[src/hdl/bracket_nesting_checker_unit_macros.svh]
// Assertion macros for the bracket nesting checker.
// Used by bracket_nesting_checker_unit.sv; expects clk and rst_n in scope.
`ifndef BRACKET_NESTING_CHECKER_UNIT_MACROS_SVH
`define BRACKET_NESTING_CHECKER_UNIT_MACROS_SVH

// Same-cycle implication.
`define BNC_ASSERT_IMPL(label, ante, cons, msg) \
    label: assert property (@(posedge clk) disable iff (!rst_n) (ante) |-> (cons)) \
        else $error(msg);

// Next-cycle implication.
`define BNC_ASSERT_NEXT(label, ante, cons, msg) \
    label: assert property (@(posedge clk) disable iff (!rst_n) (ante) |=> (cons)) \
        else $error(msg);

`endif

[src/hdl/bnc_pkg.sv]
// Types, constants and the byte classifier for the bracket nesting checker.
// No dependencies.
package bnc_pkg;

    localparam int STACK_DEPTH = 64;
    localparam int CNT_W       = $clog2(STACK_DEPTH + 1);
    localparam int ADDR_W      = $clog2(STACK_DEPTH);

    typedef logic [1:0]  kind_t;
    typedef logic [15:0] weight_t;
    typedef logic [31:0] total_t;

    localparam kind_t KIND_ROUND  = 2'd0;
    localparam kind_t KIND_SQUARE = 2'd1;
    localparam kind_t KIND_CURLY  = 2'd2;
    localparam kind_t KIND_ANGLE  = 2'd3;

    localparam weight_t WEIGHT_ROUND_RST  = 16'd3;
    localparam weight_t WEIGHT_SQUARE_RST = 16'd57;
    localparam weight_t WEIGHT_CURLY_RST  = 16'd1197;
    localparam weight_t WEIGHT_ANGLE_RST  = 16'd25137;

    localparam logic [7:0] CHAR_ROUND_OPEN   = 8'h28;
    localparam logic [7:0] CHAR_ROUND_CLOSE  = 8'h29;
    localparam logic [7:0] CHAR_SQUARE_OPEN  = 8'h5B;
    localparam logic [7:0] CHAR_SQUARE_CLOSE = 8'h5D;
    localparam logic [7:0] CHAR_CURLY_OPEN   = 8'h7B;
    localparam logic [7:0] CHAR_CURLY_CLOSE  = 8'h7D;
    localparam logic [7:0] CHAR_ANGLE_OPEN   = 8'h3C;
    localparam logic [7:0] CHAR_ANGLE_CLOSE  = 8'h3E;

    typedef enum logic [2:0] {
        ST_OK       = 3'd0,
        ST_MISMATCH = 3'd1,
        ST_EMPTY    = 3'd2,
        ST_BAD_CHAR = 3'd3,
        ST_OVERFLOW = 3'd4,
        ST_SKIPPED  = 3'd5
    } status_t;

    typedef enum logic [1:0] {
        REG_WEIGHT_ROUND  = 2'd0,
        REG_WEIGHT_SQUARE = 2'd1,
        REG_WEIGHT_CURLY  = 2'd2,
        REG_WEIGHT_ANGLE  = 2'd3
    } cfg_reg_t;

    typedef struct packed {
        logic  is_open;
        logic  is_close;
        kind_t kind;
    } char_class_t;

    typedef struct packed {
        status_t    status;
        kind_t      expected_kind;
        weight_t    added_score;
        total_t     total_score;
        logic [6:0] open_depth;
    } result_t;

    function automatic char_class_t bnc_classify(input logic [7:0] c);
        char_class_t r;
        r = '{is_open: 1'b0, is_close: 1'b0, kind: KIND_ROUND};
        unique case (c)
            CHAR_ROUND_OPEN:   r = '{is_open: 1'b1, is_close: 1'b0, kind: KIND_ROUND};
            CHAR_SQUARE_OPEN:  r = '{is_open: 1'b1, is_close: 1'b0, kind: KIND_SQUARE};
            CHAR_CURLY_OPEN:   r = '{is_open: 1'b1, is_close: 1'b0, kind: KIND_CURLY};
            CHAR_ANGLE_OPEN:   r = '{is_open: 1'b1, is_close: 1'b0, kind: KIND_ANGLE};
            CHAR_ROUND_CLOSE:  r = '{is_open: 1'b0, is_close: 1'b1, kind: KIND_ROUND};
            CHAR_SQUARE_CLOSE: r = '{is_open: 1'b0, is_close: 1'b1, kind: KIND_SQUARE};
            CHAR_CURLY_CLOSE:  r = '{is_open: 1'b0, is_close: 1'b1, kind: KIND_CURLY};
            CHAR_ANGLE_CLOSE:  r = '{is_open: 1'b0, is_close: 1'b1, kind: KIND_ANGLE};
            default:           r = '{is_open: 1'b0, is_close: 1'b0, kind: KIND_ROUND};
        endcase
        return r;
    endfunction

endpackage

[src/hdl/bracket_nesting_checker_unit.sv]
// Each result is registered in the output register, or in the skid entry while the
// output is held. Throughput: one byte per cycle while not stalled; the stack top
// sits in a register, the entry below it prefetched from the single-port-write stack
// memory with a write-to-read bypass. A two-entry output buffer parts the channels.
// Reset: depth, line state, total and buffers clear; weights take their defaults.
// The stack memory is not cleared: entries are always written before use.
`include "bracket_nesting_checker_unit_macros.svh"

module bracket_nesting_checker_unit
    import bnc_pkg::*;
(
    input  logic        clk,
    input  logic        rst_n,
    input  logic        cfg_we,
    input  logic [1:0]  cfg_addr,
    input  logic [15:0] cfg_data,
    input  logic        in_valid,
    output logic        in_stall,
    input  logic [7:0]  char_code,
    input  logic        line_last,
    output logic        out_valid,
    input  logic        out_stall,
    output logic [2:0]  status,
    output logic [1:0]  expected_kind,
    output logic [15:0] added_score,
    output logic [31:0] total_score,
    output logic [6:0]  open_depth
);

    kind_t stack_mem [STACK_DEPTH];

    weight_t    weight_reg [4];
    logic [CNT_W-1:0] count_reg, count_next;
    kind_t      tos_reg, tos_next;
    logic       line_failed_reg, line_failed_next;
    total_t     total_reg, total_next;
    kind_t      rd_data_reg;
    logic       fwd_valid_reg;
    kind_t      fwd_data_reg;

    result_t    out_reg, skid_reg, res;
    logic       out_valid_reg, skid_valid_reg;

    logic              accept, out_take;
    char_class_t       cls;
    kind_t             nos;
    logic [CNT_W-1:0]  cnt_after;
    kind_t             tos_after;
    logic              failed_after;
    total_t            total_after;
    weight_t           added;
    status_t           st;
    logic              wr_en;
    logic [ADDR_W-1:0] wr_addr, rd_addr;
    logic [32:0]       sum;

    assign accept   = in_valid && !in_stall;
    assign in_stall = skid_valid_reg;
    assign out_take = out_valid_reg && !out_stall;
    assign cls      = bnc_classify(char_code);
    assign nos      = fwd_valid_reg ? fwd_data_reg : rd_data_reg;
    assign sum      = {1'b0, total_reg} + {17'd0, weight_reg[cls.kind]};

    always_comb
    begin
        st           = ST_OK;
        added        = '0;
        cnt_after    = count_reg;
        tos_after    = tos_reg;
        failed_after = line_failed_reg;
        total_after  = total_reg;
        wr_en        = 1'b0;
        if (line_failed_reg)
        begin
            st = ST_SKIPPED;
        end
        else if (cls.is_open)
        begin
            if (count_reg == CNT_W'(STACK_DEPTH))
            begin
                st           = ST_OVERFLOW;
                failed_after = 1'b1;
            end
            else
            begin
                wr_en     = (count_reg != '0);
                tos_after = cls.kind;
                cnt_after = count_reg + CNT_W'(1);
            end
        end
        else if (cls.is_close)
        begin
            if (count_reg == '0)
            begin
                st           = ST_EMPTY;
                failed_after = 1'b1;
            end
            else if (tos_reg == cls.kind)
            begin
                cnt_after = count_reg - CNT_W'(1);
                tos_after = nos;
            end
            else
            begin
                st           = ST_MISMATCH;
                added        = weight_reg[cls.kind];
                total_after  = sum[32] ? '1 : sum[31:0];
                failed_after = 1'b1;
            end
        end
        else
        begin
            st           = ST_BAD_CHAR;
            failed_after = 1'b1;
        end
    end

    always_comb
    begin
        res.status        = st;
        res.expected_kind = (cnt_after == '0) ? KIND_ROUND : tos_after;
        res.added_score   = added;
        res.total_score   = total_after;
        res.open_depth    = 7'(cnt_after);
    end

    always_comb
    begin
        count_next       = count_reg;
        tos_next         = tos_reg;
        line_failed_next = line_failed_reg;
        total_next       = total_reg;
        if (accept)
        begin
            tos_next   = tos_after;
            total_next = total_after;
            if (line_last)
            begin
                count_next       = '0;
                line_failed_next = 1'b0;
            end
            else
            begin
                count_next       = cnt_after;
                line_failed_next = failed_after;
            end
        end
    end

    assign wr_addr = ADDR_W'(count_reg - CNT_W'(1));
    assign rd_addr = ADDR_W'(count_next - CNT_W'(2));

    always_ff @(posedge clk)
    begin
        if (accept && wr_en)
        begin
            stack_mem[wr_addr] <= tos_reg;
        end
        rd_data_reg  <= stack_mem[rd_addr];
        fwd_data_reg <= tos_reg;
    end

    always_ff @(posedge clk or negedge rst_n)
    begin
        if (!rst_n)
        begin
            count_reg       <= '0;
            tos_reg         <= KIND_ROUND;
            line_failed_reg <= 1'b0;
            total_reg       <= '0;
            fwd_valid_reg   <= 1'b0;
        end
        else
        begin
            count_reg       <= count_next;
            tos_reg         <= tos_next;
            line_failed_reg <= line_failed_next;
            total_reg       <= total_next;
            fwd_valid_reg   <= accept && wr_en && (wr_addr == rd_addr);
        end
    end

    always_ff @(posedge clk or negedge rst_n)
    begin
        if (!rst_n)
        begin
            weight_reg[KIND_ROUND]  <= WEIGHT_ROUND_RST;
            weight_reg[KIND_SQUARE] <= WEIGHT_SQUARE_RST;
            weight_reg[KIND_CURLY]  <= WEIGHT_CURLY_RST;
            weight_reg[KIND_ANGLE]  <= WEIGHT_ANGLE_RST;
        end
        else if (cfg_we)
        begin
            unique case (cfg_reg_t'(cfg_addr))
                REG_WEIGHT_ROUND:  weight_reg[KIND_ROUND]  <= cfg_data;
                REG_WEIGHT_SQUARE: weight_reg[KIND_SQUARE] <= cfg_data;
                REG_WEIGHT_CURLY:  weight_reg[KIND_CURLY]  <= cfg_data;
                REG_WEIGHT_ANGLE:  weight_reg[KIND_ANGLE]  <= cfg_data;
                default:           weight_reg[KIND_ROUND]  <= weight_reg[KIND_ROUND];
            endcase
        end
    end

    // Output buffer: main register plus skid entry.
    always_ff @(posedge clk or negedge rst_n)
    begin
        if (!rst_n)
        begin
            out_valid_reg  <= 1'b0;
            skid_valid_reg <= 1'b0;
        end
        else if (skid_valid_reg)
        begin
            if (out_take)
            begin
                skid_valid_reg <= 1'b0;
            end
        end
        else if (!out_valid_reg || out_take)
        begin
            out_valid_reg <= accept;
        end
        else if (accept)
        begin
            skid_valid_reg <= 1'b1;
        end
    end

    always_ff @(posedge clk)
    begin
        if (skid_valid_reg)
        begin
            if (out_take)
            begin
                out_reg <= skid_reg;
            end
        end
        else if (!out_valid_reg || out_take)
        begin
            if (accept)
            begin
                out_reg <= res;
            end
        end
        else if (accept)
        begin
            skid_reg <= res;
        end
    end

    assign out_valid     = out_valid_reg;
    assign status        = out_reg.status;
    assign expected_kind = out_reg.expected_kind;
    assign added_score   = out_reg.added_score;
    assign total_score   = out_reg.total_score;
    assign open_depth    = out_reg.open_depth;

    `BNC_ASSERT_IMPL(a_depth_bound, 1'b1, count_reg <= CNT_W'(STACK_DEPTH), "stack depth over limit")
    `BNC_ASSERT_IMPL(a_skid_order, skid_valid_reg, out_valid_reg, "skid entry without main entry")
    `BNC_ASSERT_NEXT(a_skid_fill, accept && out_valid_reg && out_stall, skid_valid_reg, "item lost on stall")
    `BNC_ASSERT_NEXT(a_line_clear, accept && line_last, count_reg == '0 && !line_failed_reg, "line state not cleared")
    `BNC_ASSERT_IMPL(a_score_status, out_valid_reg && out_reg.added_score != '0, out_reg.status == ST_MISMATCH, "score without mismatch")

endmodule

[config.mk]
export PLATFORM = sky130hd
export DESIGN_NAME = bracket_nesting_checker_unit
export DESIGN_NICKNAME = d
export VERILOG_FILES = /design/src/hdl/bnc_pkg.sv /design/src/hdl/bracket_nesting_checker_unit.sv
export VERILOG_INCLUDE_DIRS = /design/src /design/src/hdl
export SDC_FILE = /design/constraint.sdc
export NUM_CORES = 1
export LEC_CHECK = 0
export BUFFER_PORTS_ARGS = -buffer_cell sky130_fd_sc_hd__clkbuf_2
export CAP_MARGIN = 20
export CORE_ASPECT_RATIO = 0.7
export CORE_MARGIN = 3
export CORE_UTILIZATION = 61
export DETAILED_ROUTE_END_ITERATION = 8
export MAX_ROUTING_LAYER = met4
export PLACE_DENSITY_LB_ADDON = 0.3
export REMOVE_ABC_BUFFERS = 1
export SLEW_MARGIN = 20
export SYNTH_ARGS = -nofsm -noshare
export SYNTH_HDL_FRONTEND = slang
export SYNTH_SLANG_ARGS = --single-unit
[constraint.sdc]
create_clock -name clk -period 5.9 [get_ports clk]
set_input_delay 0.295 -clock clk [delete_from_list [all_inputs] [get_ports clk]]
set_output_delay 0.295 -clock clk [all_outputs]
set_load 0.05 [all_outputs]
==> results of run 1 <==
## report_power, final
group / switching (mW) / internal [mW] / total [mW]
Sequential: 0.211 / 3.33 / 3.54
Clock: 0.953 / 1.35 / 2.30
Combinational: 2.20 / 0.897 / 3.09
## logic make-up after synthesis
logic type               count (synthesis)
AO/OA/AOI/OAI                          327
XOR/XNOR                                32
flip-flops                             361
AND/OR/NAND/NOR                        435
multiplexers                           150
buffers and inverters                  109
adder cells (fa/ha/maj)                 20
## layout by cell type, fill, tap and decap left out, types with 13 or more instances in the layout
master,count
sky130_fd_sc_hd__a21oi_1,114
sky130_fd_sc_hd__and2_1,23
sky130_fd_sc_hd__buf_4,27
sky130_fd_sc_hd__clkbuf_1,14
sky130_fd_sc_hd__clkbuf_16,37
sky130_fd_sc_hd__clkbuf_2,92
sky130_fd_sc_hd__dfrtp_1,88
sky130_fd_sc_hd__dfstp_2,18
sky130_fd_sc_hd__edfxtp_1,248
sky130_fd_sc_hd__ha_1,19
sky130_fd_sc_hd__inv_1,22
sky130_fd_sc_hd__mux2_2,123
sky130_fd_sc_hd__mux4_2,16
sky130_fd_sc_hd__nand2_1,67
sky130_fd_sc_hd__nand3_1,94
sky130_fd_sc_hd__nand4_1,15
sky130_fd_sc_hd__nor2_1,152
sky130_fd_sc_hd__o211ai_1,36
sky130_fd_sc_hd__o21ai_0,86
sky130_fd_sc_hd__o31ai_1,13
sky130_fd_sc_hd__xnor2_1,23
## through the flow
| stage | setup TNS (ps) | instance area, um2 |
|---|---|---|
| after CTS | 0 | 19200 |
| after detailed placement | 0 | 18020 |
| after floorplan | -2438 | 16860 |
| after global placement | 0 | 18020 |
| after global routing | 0 | 19200 |
| final | 0 | 19200 |
## routing by layer
metal,wire (um),vias to the layer above
met5,0,-
met3,4534,63
met2,18780,634
met4,694,0
met1,18590,6159
li1,-,5529
## critical path, delay by kind of cell
kind,cells,cell delay (ps)
compound gates,7,2090
simple gates,5,1410
mux,3,1160
fa+ha+maj,1,370
buf+inv,1,170
## worst min-delay path by stage
stage / depth (start not counted) / slack [ps] / endpoint
3_5_place_dp: 1 / 440 / total_reg[21]$_DFFE_PN0P_
4_1_cts: 2 / 20 / line_failed_reg$_DFFE_PN0P_
3_3_place_gp: 1 / 430 / total_reg[21]$_DFFE_PN0P_
6_report: 2 / 40 / weight_reg[37]$_DFFE_PN1P_
2_1_floorplan: 0 / -0.6 / count_reg[0]$_DFF_PN0_
5_1_grt: 3 / 50 / in_stall$_DFF_PN0_
## area by class of cell
| cell class | count | area (um2) | area share, % |
|---|---|---|---|
| Multi-Input combinational cell | 964 | 6543 | 34.07 |
| Inverter | 23 | 86.33 | 0.4495 |
| Sequential cell | 361 | 10280 | 53.53 |
| Clock inverter | 14 | 175.2 | 0.9121 |
| Tap cell | 364 | 455.4 | 2.371 |
| Clock buffer | 52 | 985.9 | 5.134 |
| Timing Repair Buffer | 120 | 673.1 | 3.505 |
| Antenna cell | 2 | 5.005 | 0.02606 |
## timing repair
action                                 in CTS  in global routing
hold buffers                                1                  0
resized for setup                           0                  0
endpoints found under the hold margin      50                  0
==> metrics.txt, run 1 <==
DRT iter0 DRCs=1,388; distinct cell type count after synthesis=81; Placer Congestion=0.9476; sequential-to-total area share from yosys stat=59.78%; maximum achievable frequency=190.4 MHz; register bit total from synthesis=361; Via Count=12,390; Simple-Gate Fraction of Synth Area=12.26%; fraction of registers with async set/reset=30.19%; CTS tree=built; met1 track demand over resource=42.87%; via count of the first global-routing pass=12,030; setup slack on the worst flop-to-flop path=900 ps; number of endpoints failing setup at the final stage=0; combinational family with the most area after synthesis=simple AND/OR/NAND/NOR gates; worst hold-check slack=44.72 ps; post-synthesis instance total=1,434; num rows=50; number of cells in the finished layout apart from fillers=1,900; netlist area before placement=0.01719 mm2; Worst Setup End Kind=register; worst setup path start=char_code[2]; deepest level of the CTS H-tree=2; worst slack at placement=317.9 ps; fillcell total=1,877; post-synthesis compound-gate area fraction=11.54%; Setup WS post-layout=647.6 ps; Pre-Repair DR Iteration Count=5; number of primary I/O pins=94; Slowest Stage Delay on Critical Path=610 ps; Reg-to-Reg Start=count_reg[0]$_DFF_PN0_; clk buf depth=3; fraction of final layout cells with drive strength greater than 1=22.82%; top cell type's share of synthesized area=43.32%; post-synthesis cell type with the largest combined area=sky130_fd_sc_hd__edfxtp_1; area enclosed by the die boundary=0.03027 mm2; min-delay worst type=input pin to register; top fanout value on the critical path=9; depth of the worst register-to-register path=17; Max VDD drop=0.2469 mV; die boundary width=206.7 um; initial antenna violation count=2; multiplexer share of the synthesized area=10.79%; Pins Over Slew Limit=0; DR WL/cell=22.42 um; area grow syn2layout=11.70%; final core utilization=70.57%; CORE AREA=0.02721 mm2; Post-Synth Adder-Cell Area=1.499%; Port Buffers=93; Design Power=8.931 mW; total clock sinks=361; Max-slew headroom=30.32%; Post-DP HPWL=27,230 um; most instantiated cells after synthesis=248 x sky130_fd_sc_hd__edfxtp_1, 155 x sky130_fd_sc_hd__nor2_1, 123 x sky130_fd_sc_hd__mux2_2, 115 x sky130_fd_sc_hd__a21oi_1, 94 x sky130_fd_sc_hd__nand3_1; cell with the biggest individual delay on the critical path=sky130_fd_sc_hd__o31ai_1; number of warnings issued by yosys=0; Clock transition at path regs=60 ps; type of the worst setup path=input pin to register; worst r2r dst=rd_data_reg[1]$_DFF_P_; most numerous cell in the Yosys netlist=sky130_fd_sc_hd__edfxtp_1; critical path launch point type=input pin; antenna-violating nets left=0; Worst Tran Pin Value=1043 ps; Worst Path Arrival=5520 ps; maximum number of pins on one net before global-route repair=76; ratio of final minimum period to clock period=89.02%; ranking of synthesized cells by area=sky130_fd_sc_hd__edfxtp_1 43%, sky130_fd_sc_hd__dfrtp_1 13%, sky130_fd_sc_hd__mux2_2 8.1%, sky130_fd_sc_hd__nor2_1 3.4%, sky130_fd_sc_hd__a21oi_1 3.3%; number of enable-type register cells in the synthesized netlist=248; routed via count divided by cell count=6.518; Global Route met2 Usage=40.15%; data required time at the worst endpoint=6170 ps; global route total overflow=0; XOR/XNOR share of the synthesized area=1.717%; met3 Track Usage GR=7.979%; status=finished, final reports clean; cells along the critical path=clkbuf_2, or3b_1, o21a_1, nor2_2, mux4_2, ha_1, nor2b_1, o21ai_0, a21boi_0, o21ai_0, a21boi_0, o2111ai_1, and3_1, o31ai_1, nand3_1, mux2_2, mux2_2; endpoint of the most critical setup path=total_score[30]$_DFFE_PP_; # Post-CTS Setup Buffers=0; Clock Latency Late Sink=540 ps; first-pass GRT wire length=66,840 um; hold violation total from the final report=0; number of buffers added by the clock tree synthesis step=36; Starting Density=63.18%; number of nets in the final layout=1,558; post-route minimum period=5252 ps; Post-Route WL=42,590 um; Mapped Avg Cell Area=11.99 um2; number of flip-flops in the largest register=128; Pwr Density=465.0 mW/mm2; peak-usage layer in the global routing report=met1; hold path startpoint=cfg_data[5]; Leak=7.128 nW; Cell Count Post-Placement=1,831; final worst clock skew=21.91 ps; Root Driver=sky130_fd_sc_hd__clkbuf_16; All-Layer GR Usage=28.98%; most used flip-flop cell after synthesis=sky130_fd_sc_hd__edfxtp_1; vertical die dimension=146.5 um; MaxCap Viol Count=0; unrepaired setup endpoints after global routing=no; DRC Markers=0
No activity file was read; power rests on OpenSTA's default activity.
==> run 2: changes to the inputs <==
- REMOVE_ABC_BUFFERS: 1 -> not set
==> run 2 against run 1 <==
  * Clock power is 2% lower
  * Register-to-register slack better by 200 ps
  * Utilization hardly changed
  * Sequential cell count did not move
  * First-iteration DRC count fell by 5.6%
  * Combinational power is essentially flat
  * Non-clock buffer count up 3
  * Largest power group unchanged
==> metrics.txt, run 2 (synthesized netlist as in run 1, its figures left out) <==
status=finished, final reports clean; number of primary I/O pins=94 (unchanged); via count of the first global-routing pass=11,990 (-0.36%); post-route minimum period=5289 ps (+36.21 ps); DR WL/cell=22.35 um (-0.31%); initial antenna violation count=2 (unchanged); cts repair resizes=0 (unchanged); cells along the critical path=clkbuf_2, or3b_1, o21a_1, nor2_2, buf_4, mux4_2, ha_1, o21ai_0, a21boi_0, o21ai_0, a21boi_0, o2111ai_1, and3_1, o31ai_1, nand3_1, mux2_2, mux2_2; CORE AREA=0.02721 mm2 (unchanged); Slowest Stage Delay on Critical Path=620 ps (about the same); fraction of final layout cells with drive strength greater than 1=23.53% (+0.72 points); clk buf depth=3 (unchanged); critical path launch point type=input pin; antenna-violating nets left=0 (unchanged); final worst clock skew=9.030 ps (-12.88 ps); vertical die dimension=146.5 um (unchanged); Pwr Density=460.7 mW/mm2 (-0.92%); Post-Route WL=42,460 um (-0.31%); die boundary width=206.7 um (unchanged); type of the worst setup path=input pin to register; most frequent standard cell in the layout excluding fill and tap cells=sky130_fd_sc_hd__edfxtp_1; Clock transition at path regs=70 ps (about the same); setup_tns=0 ps (unchanged); top fanout value on the critical path=9 (unchanged); Via Count=12,250 (-1.1%); Worst Setup End Kind=register; CTS tree=built; Worst Path Arrival=5560 ps (+40 ps); fillcell total=1,921 (+2.3%); Starting Density=63.18% (unchanged); MaxCap Viol Count=0 (unchanged); Synthesized Nets=1,486; Pre-Repair DR Iteration Count=6 (+1); DRC Markers=0 (unchanged); number of flip-flops in the largest register=128 (unchanged); area grow syn2layout=11.75% (about the same); deepest level of the CTS H-tree=2 (unchanged); maximum achievable frequency=189.1 MHz (-0.68%); DRT iter0 DRCs=1,310 (-5.6%); data required time at the worst endpoint=6170 ps (about the same); maximum number of pins on one net before global-route repair=76 (unchanged); Placer Congestion=0.9390 (-0.91%); first-pass GRT wire length=66,850 um (about the same); unrepaired setup endpoints after global routing=no; final core utilization=70.60% (about the same); routed via count divided by cell count=6.449 (-1.1%); commonest cells after routing, fill and taps aside=248 x sky130_fd_sc_hd__edfxtp_1, 152 x sky130_fd_sc_hd__nor2_1, 123 x sky130_fd_sc_hd__mux2_2; Root Driver=sky130_fd_sc_hd__clkbuf_16; number of endpoints failing setup at the final stage=0 (unchanged); Port Buffers=93 (unchanged); area enclosed by the die boundary=0.03027 mm2 (unchanged); Post-DP HPWL=26,960 um (-0.97%); num rows=50 (unchanged); number of buffers added by the clock tree synthesis step=35 (-2.8%); Pins Over Slew Limit=0 (unchanged); ratio of final minimum period to clock period=89.64% (+0.61 points); All-Layer GR Usage=29.07% (+0.084 points); Worst Tran Pin Value=1058 ps (+15.17 ps); Max VDD drop=0.2897 mV (+17%); cell with the biggest individual delay on the critical path=sky130_fd_sc_hd__o31ai_1; hold violation total from the final report=0 (unchanged); global route total overflow=0 (unchanged); min-delay worst type=input pin to register; number of nets in the final layout=1,560 (+0.13%); total clock sinks=361 (unchanged); Max-slew headroom=29.31% (-1.0 points); Clock Latency Late Sink=520 ps (-20 ps); Leak=7.151 nW (+0.32%)
-- run 2: path summary, 6_finish.rpt --
path | start | end | slack [ps] | cells after the start
max in group asynchronous | rst_n | weight_reg[13]$_DFFE_PN1P_ | 4370 | 3
worst max-delay path | char_code[2] | total_score[28]$_DFFE_PP_ | 610 | 17
worst max register to register | count_reg[0]$_DFF_PN0_ | rd_data_reg[0]$_DFF_P_ | 1100 | 17
min in group asynchronous | rst_n | weight_reg[46]$_DFFE_PN0P_ | 440 | 2
worst min register to register | weight_reg[39]$_DFFE_PN0P_ | weight_reg[39]$_DFFE_PN0P_ | 510 | 1
worst min-delay path | line_last | line_failed_reg$_DFFE_PN0P_ | 50 | 2
-- run 2: power by group --
| part | internal, mW | switching [mW] | total [mW] |
|---|---|---|---|
| Sequential | 3.33 | 0.192 | 3.52 |
| Clock | 1.30 | 0.961 | 2.26 |
| Combinational | 0.895 | 2.18 | 3.07 |
| Total | 5.52 | 3.33 | 8.85 |
-- run 2: repair_timing --
item,CTS,global route
hold endpoints to repair,54,0
setup buffers,0,0
hold buffers,1,0
-- run 2: layer usage --
layer  part of all wire (%)  GRT usage [%]  routed length (um)
met1                     43          43.02               18360
met2                     45          40.96               19070
met3                    9.6          6.352                4097
met4                    2.2          8.138                 937
met5                      0              -                   0
-- run 2: worst max-delay path, delay by kind of cell --
kind                       cells  cell delay, ps
AOI/OAI and AO/OA              7            2120
adders and majority gates      1             350
buffers and inverters          2             450
muxes                          3            1110
and+or+nand+nor                4            1220
-- run 2: cell type report --
cell class	count	area, um2	area share, %
diodes	2	5.005	0.02605
clock buffers	46	1011	5.262
clock inverters	17	142.6	0.7424
inverters	23	86.33	0.4493
multi-input cells	964	6539	34.03
flip-flops and latches	361	10280	53.50
well taps	364	455.4	2.370
repair buffers	123	695.7	3.621
-- run 2: through the flow --
stage	worst slack (ps)	total power, mW	std cells	instance area [um2]	hold slack [ps]
2_1_floorplan	128.4	5.741	1434	17190	-0.5911
3_3_place_gp	450.5	6.497	1834	18040	468.5
3_5_place_dp	274.2	6.579	1834	18040	486.2
4_1_cts	701.1	8.847	1898	19210	30.26
5_1_grt	190.5	9.221	1900	19210	42.56
6_report	611.4	8.852	1900	19210	53.88
==> run 3: changes to the inputs <==
- CORE_UTILIZATION: 61 -> 45
- SKIP_CTS_REPAIR_TIMING: not set -> 1
==> run 3 against run 2 <==
  * Combinational power is essentially flat
  * Non-clock buffer count stayed put
  * Critical path type unchanged
  * Cell area grew 1.2%
  * Largest cell class unchanged
  * Critical endpoint is now total_score[23]$_DFFE_PP_
  * Routed wire length increased by 0.55%
  * Critical path depth rose by 2
  * Die area increased by 34%
  * Setup slack improved by 41 ps
  * Maximum frequency increased by 0.78%
  * Worst hold slack lost 27 ps
==> metrics.txt, run 3 (synthesized netlist as in run 1, its figures left out) <==
vertical die dimension=169.5 um (+16%); worst hold-check slack=26.67 ps (-27.21 ps); cells along the critical path=clkbuf_2, or3b_1, o21a_1, nor2_2, mux4_2, ha_1, inv_1, fa_1, nor2b_1, o21ai_0, a21boi_0, o21ai_0, a21boi_0, o2111ai_1, nand3_1, a31oi_1, or3_1, nand3_1, mux2_2; Slowest Stage Delay on Critical Path=610 ps (about the same); Worst Path Arrival=5520 ps (-40 ps); min-delay worst type=input pin to register; status=finished, final reports clean; Design Power=8.993 mW (+1.6%); cell with the biggest individual delay on the critical path=sky130_fd_sc_hd__mux4_2; Port Buffers=93 (unchanged); ratio of final minimum period to clock period=88.95% (-0.69 points); die boundary width=239.6 um (+16%); Pwr Density=462.4 mW/mm2 (+0.37%); fraction of final layout cells with drive strength greater than 1=23.67% (+0.13 points); number of cells in the finished layout apart from fillers=2,026 (+6.6%); number of buffers added by the clock tree synthesis step=37 (+5.7%); antenna-violating nets left=0 (unchanged); type of the worst setup path=input pin to register; Pre-Repair DR Iteration Count=5 (-1); total clock sinks=361 (unchanged); clk buf depth=3 (unchanged); final worst clock skew=27.20 ps (+18.17 ps); critical path launch point type=input pin; DRC Markers=0 (unchanged); CTS tree=built; number of primary I/O pins=94 (unchanged); All-Layer GR Usage=21.66% (-7.4 points); number of flip-flops in the largest register=128 (unchanged); num rows=59 (+18%); Clock transition at path regs=60 ps (about the same); area enclosed by the die boundary=0.04062 mm2 (+34%); Finished Cell Area=0.01945 mm2 (+1.2%); MaxCap Viol Count=0 (unchanged); area grow syn2layout=13.12%; final antenna diode count=0 (-2); Starting Density=45.94% (-17 points); DR WL/cell=21.07 um (-5.7%); deepest level of the CTS H-tree=2 (unchanged); Pins Over Slew Limit=0 (unchanged); commonest cells after routing, fill and taps aside=248 x sky130_fd_sc_hd__edfxtp_1, 152 x sky130_fd_sc_hd__nor2_1, 123 x sky130_fd_sc_hd__mux2_2; via count of the first global-routing pass=11,590 (-3.4%); data required time at the worst endpoint=6170 ps (about the same); Worst Setup End Kind=register; hold violation total from the final report=0 (unchanged); final core utilization=51.96% (-19 points); maximum number of pins on one net before global-route repair=76 (unchanged); maximum achievable frequency=190.6 MHz (+0.78%); initial antenna violation count=0 (-2); worst slack at placement=231.5 ps (-42.67 ps); Leak=7.187 nW (+0.50%); Max-slew headroom=37.01% (+7.7 points); global route total overflow=0 (unchanged); Root Driver=sky130_fd_sc_hd__clkbuf_16; Post-Route WL=42,690 um (+0.55%); routed via count divided by cell count=5.970 (-7.4%); first-pass GRT wire length=66,890 um (about the same); setup slack on the worst flop-to-flop path=990 ps (-110 ps); most frequent standard cell in the layout excluding fill and tap cells=sky130_fd_sc_hd__edfxtp_1; total placed instance area=0.01820 mm2 (+0.87%); Synthesized Nets=1,486 (unchanged); Max VDD drop=0.2239 mV (-23%); Placer Congestion=0.9261 (-1.4%); Setup WS post-layout=652.2 ps (+40.81 ps); fillcell total=3,216 (+67%); Clock Latency Late Sink=540 ps (+20 ps); top fanout value on the critical path=16 (+7); Post-DP HPWL=27,890 um (+3.4%); number of nets in the final layout=1,562 (+0.13%); Cell Count Post-Placement=1,958 (+6.8%); post-route minimum period=5248 ps (-40.81 ps); CORE AREA=0.03743 mm2 (+38%); DRT iter0 DRCs=1,187 (-9.4%); Via Count=12,100 (-1.3%); Worst Tran Pin Value=944.8 ps (-113.2 ps); number of endpoints failing setup at the final stage=0 (unchanged); area used by multi-input combinational logic=0.006543 mm2 (about the same); unrepaired setup endpoints after global routing=no; sequential cell area=0.01028 mm2 (about the same); setup_tns=0 ps (unchanged)
-- run 3: worst paths after layout --
kind / from / cells past startpoint / to
setup / recovery: char_code[2] / 19 / total_score[23]$_DFFE_PP_
hold / removal: out_stall / 3 / in_stall$_DFF_PN0_
setup reg to reg: count_reg[0]$_DFF_PN0_ / 17 / rd_data_reg[0]$_DFF_P_
hold reg to reg: weight_reg[7]$_DFFE_PN0P_ / 1 / weight_reg[7]$_DFFE_PN0P_
max in group asynchronous: rst_n / 3 / count_reg[6]$_DFFE_PN0P_
min in group asynchronous: rst_n / 2 / in_stall$_DFF_PN0_
-- run 3: cell type report --
cell class | instances | area share, %
well taps | 488 | 3.139
clock buffers | 54 | 5.674
inverters | 23 | 0.4439
flip-flops and latches | 361 | 52.86
clock inverters | 13 | 0.6626
repair buffers | 123 | 3.577
multi-input cells | 964 | 33.64
-- run 3: critical path, delay by kind of cell --
family	cells	cell delay, ps
muxes	2	910
adders and majority gates	2	420
buffers and inverters	2	240
AOI/OAI and AO/OA	7	1930
and+or+nand+nor	6	1730
-- run 3: metal layers --
layer,wire length [um],vias to the layer above,GRT usage [%]
li1,-,5533,-
met1,20650,6042,33.25
met2,17760,461,29.20
met3,3536,59,4.857
met4,740,0,4.728
met5,0,-,-
-- run 3: report_power, final --
| group | total [mW] | switching (mW) | leakage (nW) | internal [mW] |
|---|---|---|---|---|
| logic | 3.08 | 2.18 | 2.94 | 0.902 |
| registers | 3.54 | 0.207 | 3.64 | 3.33 |
| clock network | 2.38 | 0.984 | 0.607 | 1.39 |
